[config.mk]
export PLATFORM = sky130hd
export DESIGN_NAME = heap_sorter_flat
export DESIGN_NICKNAME = d
export VERILOG_FILES = /design/src/hw/rtl/hs_pkg.sv /design/src/hw/rtl/hs_if.sv /design/src/hw/rtl/hs_ram.sv /design/src/hw/rtl/heap_sorter.sv /design/src/flat_wrapper.sv
export SDC_FILE = /design/constraint.sdc
export NUM_CORES = 2
export LEC_CHECK = 0
export BUFFER_PORTS_ARGS = -buffer_cell sky130_fd_sc_hd__buf_2
export CORE_MARGIN = 2
export CORE_UTILIZATION = 45
export DETAILED_ROUTE_END_ITERATION = 10
export SYNTH_ARGS = -nofsm -noshare
export SYNTH_HDL_FRONTEND = slang
export SYNTH_SLANG_ARGS = --single-unit
[constraint.sdc]
create_clock -name i_clk -period 7.7 [get_ports i_clk]
set_input_delay 0.385 -clock i_clk [delete_from_list [all_inputs] [get_ports i_clk]]
set_output_delay 0.385 -clock i_clk [all_outputs]
set_load 0.01 [all_outputs]
[src/hw/rtl/hs_pkg.sv]
// ----------------------------------------------------------------------------
// hs_pkg
// Shared constants of the heap sorter.
// ----------------------------------------------------------------------------
package hs_pkg;

    // Width of one value to be sorted.
    localparam int DATA_W = 32;

    // Default number of values one run can hold.
    localparam int CAPACITY_DEF = 64;

endpackage

[src/hw/rtl/hs_if.sv]
// ----------------------------------------------------------------------------
// hs_if
// Valid/ready stream interfaces for the heap sorter input and result beats.
// ----------------------------------------------------------------------------

// Input stream: one value per beat, is_last closes the set.
interface hs_in_if;
    logic                            valid;
    logic                            ready;
    logic signed [hs_pkg::DATA_W-1:0] value;
    logic                            is_last;

    modport source (output valid, output value, output is_last, input ready);
    modport sink   (input valid, input value, input is_last, output ready);
endinterface

// Result stream: one sorted value per beat.
interface hs_out_if;
    logic                            valid;
    logic                            ready;
    logic signed [hs_pkg::DATA_W-1:0] sorted_value;
    logic                            final_res;
    logic                            truncated;

    modport source (output valid, output sorted_value, output final_res,
                    output truncated, input ready);
    modport sink   (input valid, input sorted_value, input final_res,
                    input truncated, output ready);
endinterface

[src/hw/rtl/hs_ram.sv]
// ----------------------------------------------------------------------------
// hs_ram
// Simple dual-port RAM: one write port, one read port with registered data.
// ----------------------------------------------------------------------------
module hs_ram #(
    parameter int DEPTH = hs_pkg::CAPACITY_DEF,
    parameter int AW    = 6,
    parameter int DW    = hs_pkg::DATA_W
) (
    input  logic          i_clk,
    input  logic          i_we,
    input  logic [AW-1:0] i_waddr,
    input  logic [DW-1:0] i_wdata,
    input  logic [AW-1:0] i_raddr,
    output logic [DW-1:0] o_rdata
);

    logic [DW-1:0] r_mem [DEPTH];
    logic [DW-1:0] r_rdata;

    // Write port.
    always_ff @(posedge i_clk) begin
        if (i_we) begin
            r_mem[i_waddr] <= i_wdata;
        end
    end

    // Read port, registered data.
    always_ff @(posedge i_clk) begin
        r_rdata <= r_mem[i_raddr];
    end

    assign o_rdata = r_rdata;

endmodule

[src/hw/rtl/heap_sorter.sv]
// ----------------------------------------------------------------------------
// heap_sorter
// Collects signed values into a RAM and, on the closing beat, heapsorts them
// in place and streams them out in ascending order.
// ----------------------------------------------------------------------------
//
// Channel  Dir  Payload                                 Beat accepted
// i_in     in   value[31:0] signed, is_last             valid && ready
// o_out    out  sorted_value[31:0] signed, final_res,   valid && ready
//               truncated
//
// Loading accepts a beat whenever i_in is valid in S_LOAD. A closing beat of
// n values starts the sort: each sift level takes a left read, a right read
// and a compare and write back over the single read port. Each result is
// read in S_EMIT_RD and registered in S_EMIT_LD. Reset clears only the state,
// fill count, overflow and phase flags and output valid; RAM needs no clearing.
// i_in is not ready while a run is sorted or emitted; a stalled o_out holds.
//
module heap_sorter #(
    parameter int CAPACITY = hs_pkg::CAPACITY_DEF
) (
    input  logic      i_clk,
    input  logic      i_rst_n,
    hs_in_if.sink     i_in,
    hs_out_if.source  o_out
);

    localparam int AW = (CAPACITY > 1) ? $clog2(CAPACITY) : 1;
    localparam int CW = $clog2(CAPACITY + 1);
    localparam int LW = AW + 2;
    localparam int DW = hs_pkg::DATA_W;

    typedef enum logic [3:0] {
        S_LOAD,
        S_BLD_RD,
        S_BLD_GET,
        S_SW_RD0,
        S_SW_RD1,
        S_SW_WR,
        S_SIFT_L,
        S_SIFT_R,
        S_SIFT_CMP,
        S_EMIT_RD,
        S_EMIT_LD
    } t_state;

    t_state                r_state;
    logic                  r_phase_sort;
    logic [CW-1:0]         r_fill;
    logic                  r_ovf;
    logic [CW-1:0]         r_n;
    logic                  r_trunc;
    logic [CW-1:0]         r_i;
    logic [CW-1:0]         r_hn;
    logic [CW-1:0]         r_k;
    logic [AW-1:0]         r_pos;
    logic signed [DW-1:0]  r_v;
    logic signed [DW-1:0]  r_tmp;
    logic signed [DW-1:0]  r_lval;
    logic                  r_out_valid;
    logic signed [DW-1:0]  r_out_value;
    logic                  r_out_final;
    logic                  r_out_trunc;

    logic                  w_we;
    logic [AW-1:0]         w_waddr;
    logic [DW-1:0]         w_wdata;
    logic [AW-1:0]         w_raddr;
    logic [DW-1:0]         w_rdata;
    logic signed [DW-1:0]  w_rval;

    logic                  w_in_acc;
    logic                  w_room;
    logic [CW-1:0]         n_fill;
    logic [CW-1:0]         w_im1;
    logic [LW-1:0]         w_left;
    logic [LW-1:0]         w_right;
    logic [LW-1:0]         w_hn_ext;
    logic                  w_left_in;
    logic                  w_right_in;
    logic                  w_pick_r;
    logic signed [DW-1:0]  w_best_val;
    logic [LW-1:0]         w_best_idx;
    logic                  w_go;
    logic                  w_sift_done;
    logic                  w_emit_last;

    // Value store.
    hs_ram #(
        .DEPTH (CAPACITY),
        .AW    (AW),
        .DW    (DW)
    ) u_ram (
        .i_clk   (i_clk),
        .i_we    (w_we),
        .i_waddr (w_waddr),
        .i_wdata (w_wdata),
        .i_raddr (w_raddr),
        .o_rdata (w_rdata)
    );

    assign w_rval = $signed(w_rdata);

    // Load-side bookkeeping.
    assign w_in_acc = i_in.valid && (r_state == S_LOAD);
    assign w_room   = (r_fill < CW'(CAPACITY));
    assign n_fill   = w_room ? (r_fill + CW'(1)) : r_fill;
    assign w_im1    = r_i - CW'(1);

    // Children of the current hole and the larger of them.
    assign w_left      = {1'b0, r_pos, 1'b1};
    assign w_right     = w_left + LW'(1);
    assign w_hn_ext    = LW'(r_hn);
    assign w_left_in   = (w_left < w_hn_ext);
    assign w_right_in  = (w_right < w_hn_ext);
    assign w_pick_r    = w_right_in && (w_rval > r_lval);
    assign w_best_val  = w_pick_r ? w_rval : r_lval;
    assign w_best_idx  = w_pick_r ? w_right : w_left;
    assign w_go        = (w_best_val > r_v);
    assign w_sift_done = ((r_state == S_SIFT_L) && !w_left_in) ||
                         ((r_state == S_SIFT_CMP) && !w_go);
    assign w_emit_last = ((r_k + CW'(1)) == r_n);

    // RAM port control.
    always_comb begin
        w_we    = 1'b0;
        w_waddr = r_pos;
        w_wdata = r_v;
        w_raddr = '0;
        case (r_state)
            S_LOAD: begin
                w_we    = w_in_acc && w_room;
                w_waddr = r_fill[AW-1:0];
                w_wdata = i_in.value;
            end
            S_BLD_RD: begin
                w_raddr = w_im1[AW-1:0];
            end
            S_SW_RD0: begin
                w_raddr = '0;
            end
            S_SW_RD1: begin
                w_raddr = r_i[AW-1:0];
            end
            S_SW_WR: begin
                w_we    = 1'b1;
                w_waddr = r_i[AW-1:0];
                w_wdata = r_tmp;
            end
            S_SIFT_L: begin
                w_raddr = w_left[AW-1:0];
                w_we    = !w_left_in;
            end
            S_SIFT_R: begin
                w_raddr = w_right[AW-1:0];
            end
            S_SIFT_CMP: begin
                w_we    = 1'b1;
                w_wdata = w_go ? w_best_val : r_v;
            end
            S_EMIT_RD: begin
                w_raddr = r_k[AW-1:0];
            end
            default: begin
                w_we = 1'b0;
            end
        endcase
    end

    // Sequencer: load, heap build, sort-down and emit.
    always_ff @(posedge i_clk) begin
        if (!i_rst_n) begin
            r_state      <= S_LOAD;
            r_phase_sort <= 1'b0;
            r_fill       <= '0;
            r_ovf        <= 1'b0;
            r_out_valid  <= 1'b0;
        end else begin
            if (r_out_valid && o_out.ready) begin
                r_out_valid <= 1'b0;
            end

            // A finished sift walks to the next build root, the next sort-down swap
            // or, after the last swap, to emit.
            if (w_sift_done) begin
                if (!r_phase_sort) begin
                    if (r_i == CW'(1)) begin
                        r_phase_sort <= 1'b1;
                        r_i          <= r_n - CW'(1);
                        r_state      <= S_SW_RD0;
                    end else begin
                        r_i     <= w_im1;
                        r_state <= S_BLD_RD;
                    end
                end else begin
                    if (r_i == CW'(1)) begin
                        r_k     <= '0;
                        r_state <= S_EMIT_RD;
                    end else begin
                        r_i     <= w_im1;
                        r_state <= S_SW_RD0;
                    end
                end
            end

            case (r_state)
                S_LOAD: begin
                    if (w_in_acc) begin
                        if (i_in.is_last) begin
                            r_n          <= n_fill;
                            r_trunc      <= r_ovf || !w_room;
                            r_fill       <= '0;
                            r_ovf        <= 1'b0;
                            r_phase_sort <= 1'b0;
                            if (n_fill < CW'(2)) begin
                                r_k     <= '0;
                                r_state <= S_EMIT_RD;
                            end else begin
                                r_i     <= n_fill >> 1;
                                r_state <= S_BLD_RD;
                            end
                        end else begin
                            r_fill <= n_fill;
                            r_ovf  <= r_ovf || !w_room;
                        end
                    end
                end
                S_BLD_RD: begin
                    r_pos   <= w_im1[AW-1:0];
                    r_hn    <= r_n;
                    r_state <= S_BLD_GET;
                end
                S_BLD_GET: begin
                    r_v     <= w_rval;
                    r_state <= S_SIFT_L;
                end
                S_SW_RD0: begin
                    r_state <= S_SW_RD1;
                end
                S_SW_RD1: begin
                    r_tmp   <= w_rval;
                    r_state <= S_SW_WR;
                end
                S_SW_WR: begin
                    r_v     <= w_rval;
                    r_hn    <= r_i;
                    r_pos   <= '0;
                    r_state <= S_SIFT_L;
                end
                S_SIFT_L: begin
                    if (w_left_in) begin
                        r_state <= S_SIFT_R;
                    end
                end
                S_SIFT_R: begin
                    r_lval  <= w_rval;
                    r_state <= S_SIFT_CMP;
                end
                S_SIFT_CMP: begin
                    if (w_go) begin
                        r_pos   <= w_best_idx[AW-1:0];
                        r_state <= S_SIFT_L;
                    end
                end
                S_EMIT_RD: begin
                    if (!r_out_valid || o_out.ready) begin
                        r_state <= S_EMIT_LD;
                    end
                end
                S_EMIT_LD: begin
                    r_out_valid <= 1'b1;
                    r_out_value <= w_rval;
                    r_out_final <= w_emit_last;
                    r_out_trunc <= r_trunc;
                    if (w_emit_last) begin
                        r_state <= S_LOAD;
                    end else begin
                        r_k     <= r_k + CW'(1);
                        r_state <= S_EMIT_RD;
                    end
                end
                default: begin
                    r_state <= S_LOAD;
                end
            endcase
        end
    end

    // Port drive.
    assign i_in.ready         = (r_state == S_LOAD);
    assign o_out.valid        = r_out_valid;
    assign o_out.sorted_value = r_out_value;
    assign o_out.final_res    = r_out_final;
    assign o_out.truncated    = r_out_trunc;

endmodule

[src/flat_wrapper.sv]
// flat-port wrapper written by rule: the top's interface ports become plain ports
module heap_sorter_flat 
#(
    parameter int CAPACITY = hs_pkg::CAPACITY_DEF
)
  (i_clk, i_rst_n, i_in_valid, i_in_value, i_in_is_last, i_in_ready, o_out_valid, o_out_sorted_value, o_out_final_res, o_out_truncated, o_out_ready);
  hs_in_if i_in_i ();
  hs_out_if o_out_i ();
  input  logic i_clk;
  input  logic i_rst_n;
  input wire logic [$bits(i_in_i.valid)-1:0] i_in_valid;
  input wire logic [$bits(i_in_i.value)-1:0] i_in_value;
  input wire logic [$bits(i_in_i.is_last)-1:0] i_in_is_last;
  output wire logic [$bits(i_in_i.ready)-1:0] i_in_ready;
  output wire logic [$bits(o_out_i.valid)-1:0] o_out_valid;
  output wire logic [$bits(o_out_i.sorted_value)-1:0] o_out_sorted_value;
  output wire logic [$bits(o_out_i.final_res)-1:0] o_out_final_res;
  output wire logic [$bits(o_out_i.truncated)-1:0] o_out_truncated;
  input wire logic [$bits(o_out_i.ready)-1:0] o_out_ready;
  assign i_in_i.valid = i_in_valid;
  assign i_in_i.value = i_in_value;
  assign i_in_i.is_last = i_in_is_last;
  assign i_in_ready = i_in_i.ready;
  assign o_out_valid = o_out_i.valid;
  assign o_out_sorted_value = o_out_i.sorted_value;
  assign o_out_final_res = o_out_i.final_res;
  assign o_out_truncated = o_out_i.truncated;
  assign o_out_i.ready = o_out_ready;
  heap_sorter #(.CAPACITY(CAPACITY)) u_core (.i_clk(i_clk), .i_rst_n(i_rst_n), .i_in(i_in_i), .o_out(o_out_i));
endmodule
# Word level (Yosys, flattened, before mapping)
# Memories as Yosys holds them, arrays and structs flattened. A register that Yosys moved wholly into a read port is not among the register bits.
# Index checks and enable logic that the tools add are counted.
# op_classes
addsub	5
multipliers	0
div_mod_pow	0
magnitude_cmp	6
eq_ne	13
n_shift	0
n_mux	51
bitwise_logic	0
n_reduce_logical	27
# ops
cell	count
two-way mux 7 bit	17
one-hot mux 32 bit (3 select lines)	1
> comparator 32 bit	2
two-way mux 32 bit	2
two-way mux 4 bit	10
one-hot mux 4 bit (10 select lines)	1
one-hot mux 6 bit (5 select lines)	1
one-hot mux 7 bit (2 select lines)	2
one-hot mux 6 bit (3 select lines)	1
== test 4 x 3 -> 1 bit, second input constant	4
adder 7 x 1 -> 7 bit, second input constant	2
subtractor 7 x 1 -> 7 bit, second input constant	2
== test 4 bit, second input constant	3
two-way mux 6 bit	2
one-hot mux 6 bit (2 select lines)	1
AND reduction 2 bit	6
two-way mux 1 bit	11
adder 7 x 1 -> 8 bit, second input constant	1
== test 4 x 2 -> 1 bit, second input constant	2
< comparator 8 x 7 -> 1 bit	1
== test 7 x 1 -> 1 bit, second input constant	1
== test 7 bit	1
< comparator 7 x 2 -> 1 bit, second input constant	1
< comparator 7 bit	1
14 further kinds	26
# word_totals
ff_bits	179
latchBits	0
mem_bits_rw	2048
mem_bits_ro	0
input_bits	37
out_inout_bits	36
wordCells	120
memories	1
# mem_list
memory	depth	word_bits	read_ports	rd_ports_with_merged_regs	write_ports	line_no	source
u_core.u_ram.r_mem	64	32	1	1	1	hs_ram.sv:18	logic [DW-1:0] r_mem [DEPTH];

# Logic depth before layout (Yosys ltp)
# logic_depth
ltp_word	13
mapped_depth	23
mapped_depth_nobuf	20

# Modules after synthesis
# From an unflattened synthesis, not the netlist that was laid out.
# unflattened
hier_cells	4218
hier_area_um2	88872.7
# modules_own_cells
module	instances	cells_each	area_per_inst_um2	seq_area_each_um2
hs_ram	1	3324	78512.8	62139.6
heap_sorter	1	894	10359.9	5235.0

# Least setup slack after synthesis
# Ideal clock, no wire load.
# synth_path
kind	register to register
from	register u_core.r_lval[29]
to	memory u_core.u_ram.r_mem[0][10] (netlist name), data pin
setup_time_ps	567
arrival_time_ps	6606
t_required_ps	7133
path_slack_ps	527
path_stages_with_launch	23
n_path_buf	3
synth_period_minus_slack_ps	7173
path_cell_list	edfxtp_1 > inv_1 > ha_1 > a21o_1 > a21o_1 > a221oi_1 > o21ai_0 > or3_1 > a21oi_1 > clkbuf_1 > clkbuf_1 > nand2_1 > o21ai_0 > ha_1 > a21o_1 > a221o_1 > a22oi_1 > a21oi_1 > a311o_1 > nor2_1 > nand2_1 > clkbuf_1 > o221ai_1
# synth_between
elab_chain_len	6
# synth_lines
element	line_no	source
start: declaration	heap_sorter.sv:59	logic signed [DW-1:0] r_lval;
start signal: assignment	heap_sorter.sv:256	r_lval <= w_rval;
> comparator 32 bit	heap_sorter.sv:116	assign w_pick_r = w_right_in && (w_rval > r_lval);
logical AND 1 bit	heap_sorter.sv:116	
two-way mux 32 bit *	heap_sorter.sv:117	assign w_best_val = w_pick_r ? w_rval : r_lval;
> comparator 32 bit	heap_sorter.sv:119	assign w_go = (w_best_val > r_v);
two-way mux 32 bit *	heap_sorter.sv:159	w_wdata = w_go ? w_best_val : r_v;
one-hot mux 32 bit (3 select lines) *	heap_sorter.sv:130	case (r_state)
named net u_core.u_ram.i_wdata[10]	hs_ram.sv:13	input logic [DW-1:0] i_wdata,
end: declaration	hs_ram.sv:18	
# Mark *: on every way through the listed nets, which the timed path passes. The rest lies on a longest branch.

# Final worst setup path
# layout_path
from	register u_core.r_lval[31]
to	memory u_core.u_ram.r_mem[0][20] (netlist name), data pin
# Same word-level chain as after synthesis.

==> qor.txt <==
status - completed
cell taking the most area after synthesis - edfxtp_1
Synthesis Warnings - 0
slowest cell delay on critical path - 0.59 ns
PortBufs - 72
largest net degree at the start of global routing - 162
asr flop ratio synth - 0
Via Count - 62,947
row count - 166
Switching Share - 0.3842
top_reg_cell synth - edfxtp_1
Final Hold Viols - 0
PwrDens - 418.8 mW/mm2
Final ANT Viol Nets - 0
Slew headroom - 0.03088
total internal power - 27.06 mW
synthesized area per cell - 12.77 um2
vias in the first global route - 57,430
switching power - 16.88 mW
fin crit share - 0.9058
Pwr Total - 43.94 mW
clk_lat worst skew - 0.88 ns
Finished Cell Area - 0.1049 mm2
Reg2Reg Setup Slack - 0.73 ns
fmax - 0.1434 GHz
Ports - 73
Iteration-0 DRC Markers - 9,869
worst-path cell chain - inv_1 > ha_1 > nand4_1 > nor4b_1 > nor3b_1 > o31a_1 > o21ai_0 > a21oi_4 > buf_12 > o21ai_0 > ha_1 > nand4_1 > nor4_1 > a21boi_0 > o31ai_1 > a311o_1 > nand2_1 > a21boi_4 > buf_4 > o221ai_4 > buf_12
Final nets - 7,441
DR WL/cell - 30.47 um
initial antenna violation count - 27
Setup-failing EPs final - 0
leading post-synthesis cells by cell area - edfxtp_1, nand2_1, nand3_1, a311oi_1, buf_2
clk buf depth - 3
Final Skew - 0.03680 ns
Hold Path Class - in2reg
Initial DRT Pass Iterations - 6
post-cts repair resize count - 0
setup TNS - 0 ns
WHS - 0.08701 ns
critical path type - reg2reg
total grt overflow - 0
Final GP Congestion - 0.9742
RR Endpoint - u_core.u_ram.r_mem[0][20]
CP max stage cell - nor4_1
global-route wire length before repair - 434.8 mm
DR DRC count - 0
TritonCTS Buffers - 226
die height - 457.3 um
Worst Path Required - 8.30 ns
gr usage total - 0.2906
Clock Power Share - 0.243
Max VDD drop - 0.2961 mV
DP Area - 0.09778 mm2
hold endpoint - u_core.r_fill[2]
area of the core - 0.2044 mm2
Yosys reg bits - 2,259
Comb power frac - 0.358
DP Cell Count - 9,778
CTS H-Tree Depth - 4
Post-Syn Area - 0.09247 mm2
Via density - 6.168
area taken by multi-input logic gates - 0.02384 mm2
Hold Path Cell Cnt - 4
crit path max fanout - 34
clock root buffer - clkbuf_16
DP Wirelength - 174.7 mm
fill count - 17,289
CTS tree - yes
MaxCap Viol Count - 0
number of synthesized flops with an enable pin - 2,213
Slew @ Worst Pin - 1.440 ns
CP endpoint kind - register
total die area - 0.2091 mm2
Layout area overhead - 13.46%
clock sinks - 2,259
Worst R2R Path Depth - 21
Gate Count Post-Synth - 7,241
minimum clock period - 6.974 ns
CP Launch Type - register
FF+latch area - 0.06737 mm2
Clock transition at path regs - 0.06 ns
initial core utilization - 0.4524
final WL - 310.9 mm
RSZ-0062 raised after global routing - false
min-delay src - i_in_valid
sequential fraction of the synthesis area - 0.7286
Worst R2R Start - u_core.r_lval[31]
crit path DAT - 7.57 ns
leakage power - 36.17 nW
Final Slew Violations - 0
post-synth top area share - 0.7187
Die Wd - 457.3 um
Mapped Nets - 7,362
sequential cell fraction of total power - 0.399
non-filler cells, final - 10,206
share of layout cells above drive strength 1 - 0.1029
Synth cell types - 84
==> area by class of cell <==
cell class	instances	area share
multi-input cells	4388	0.2272
clock inverters	122	0.01020
diodes	5	0.0001193
inverters	120	0.004293
repair buffers	325	0.02647
well taps	2688	0.03206
clock buffers	299	0.05750
flip-flops and latches	2259	0.6422
==> worst max path at each step <==
stage	startpoint	to	slack [ns]	cells past startpoint
after floorplan	u_core.r_lval[29]	u_core.u_ram.r_mem[0][10]	0.53	22
after global placement	u_core.r_lval[31]	u_core.u_ram.r_mem[15][20]	0.93	21
after detailed placement	u_core.r_lval[31]	u_core.u_ram.r_mem[15][20]	0.84	21
after CTS	u_core.r_lval[31]	u_core.u_ram.r_mem[39][20]	0.80	21
after global routing	u_core.r_lval[31]	u_core.u_ram.r_mem[53][20]	0.33	21
final	u_core.r_lval[31]	u_core.u_ram.r_mem[0][20]	0.73	21
==> critical path: cells and delay by family, from the launching register on <==
family	cells	cell delay, ns
DFF	1	0.35
buffers and inverters	4	1.02
AOI/OAI and AO/OA	9	2.67
and+or+nand+nor	6	1.90
adders and majority gates	2	0.72
==> layout by cell type, fill, tap and decap left out, types with 36 or more instances in the layout <==
| cell type | synthesis | routed |
|---|---|---|
| nand2_1 | 2201 | 2199 |
| ha_1 | 84 | 84 |
| clkinv_1 | 1 | 56 |
| nor4_1 | 67 | 46 |
| edfxtp_1 | 2213 | 2213 |
| a31oi_1 | 68 | 68 |
| buf_4 | 10 | 210 |
| buf_12 | 0 | 41 |
| buf_2 | 223 | 72 |
| a22o_1 | 36 | 36 |
| o21ai_0 | 57 | 57 |
| a211oi_1 | 132 | 132 |
| a21oi_1 | 150 | 149 |
| inv_1 | 119 | 119 |
| nor2_4 | 0 | 66 |
| clkbuf_1 | 206 | 66 |
| and3_1 | 170 | 169 |
| clkbuf_16 | 0 | 229 |
| nor2_1 | 140 | 73 |
| a311o_1 | 66 | 66 |
| dfxtp_1 | 46 | 46 |
| nand3_1 | 738 | 737 |
| a311oi_1 | 192 | 192 |
==> power by group through the flow <==
stage          Clock [mW]  Sequential, mW  Combinational, mW
2_1_floorplan           0            18.0               8.55
3_3_place_gp            0            17.7               15.3
3_5_place_dp            0            17.8               15.5
4_1_cts              10.8            17.5               15.6
5_1_grt              11.3            17.6               16.7
6_report             10.7            17.5               15.7
==> Yosys cell counts (all sizes together), types with 4 or more instances <==
library cell,count
o21a,6
mux2i,5
a21o,12
edfxtp,2213
nand3,738
o2111ai,31
a22o,36
o221ai,34
buf,268
a311oi,192
o21ai,59
nor3b,5
and4,4
xnor2,17
and2,6
dfxtp,46
nand2b,6
a211oi,132
inv,119
a21boi,4
ha,84
and3,170
a221o,7
a31oi,68
a22oi,4
o31ai,4
o22ai,11
xor2,16
nand2,2201
o211ai,10
a21oi,150
nor3,13
nor4b,4
nor4,68
nand4,14
nor2b,19
clkbuf,206
a311o,66
nor2,140
==> cell families (layout without fill, tap and decap cells) <==
logic type / count (synthesis) / in the layout / synth area share
AND/OR/NAND/NOR: 3412 / 3412 / 0.1585
flip-flops: 2259 / 2259 / 0.7286
AO/OA/AOI/OAI: 848 / 848 / 0.06916
buffers and inverters: 594 / 866 / 0.02754
adder cells (fa/ha/maj): 84 / 84 / 0.01137
XOR/XNOR: 36 / 36 / 0.003856
multiplexers: 8 / 8 / 0.0009471
other: 0 / 5 / 0
==> registers in the layout, summed over array words and instances, names as in the netlist <==
name                       flops
u_core.o_out.final_res         1
u_core.o_out.sorted_value     32
u_core.o_out.truncated         1
u_core.o_out.valid             1
u_core.r_fill                  7
u_core.r_hn                    7
u_core.r_i                     7
u_core.r_k                     7
u_core.r_lval                 32
u_core.r_n                     7
u_core.r_ovf                   1
u_core.r_phase_sort            1
u_core.r_pos                   6
u_core.r_state                 4
u_core.r_tmp                  32
u_core.r_trunc                 1
u_core.r_v                    32
u_core.u_ram.o_rdata          32
u_core.u_ram.r_mem          2048
==> metal layers <==
metal	GRT usage	vias up	wire length, um
li1	-	26928	-
met1	0.4219	31751	126900
met2	0.4221	3676	135000
met3	0.05222	582	32000
met4	0.1420	10	16960
met5	0	-	69
==> repair_timing <==
| action | 4_1_cts | 5_1_grt |
|---|---|---|
| setup buffers | 0 | 0 |
| hold buffers | 2 | 0 |
| endpoints found under the hold margin | 5 | 0 |
==> stage by stage <==
stage / utilization / setup WS, ns
after floorplan: - / 0.5271
after global placement: 0.4784 / 0.9289
after detailed placement: 0.4784 / 0.8401
after CTS: 0.5133 / 0.7950
after global routing: 0.5133 / 0.3312
final: 0.5134 / 0.7257
(Power assumes the default switching activity.)
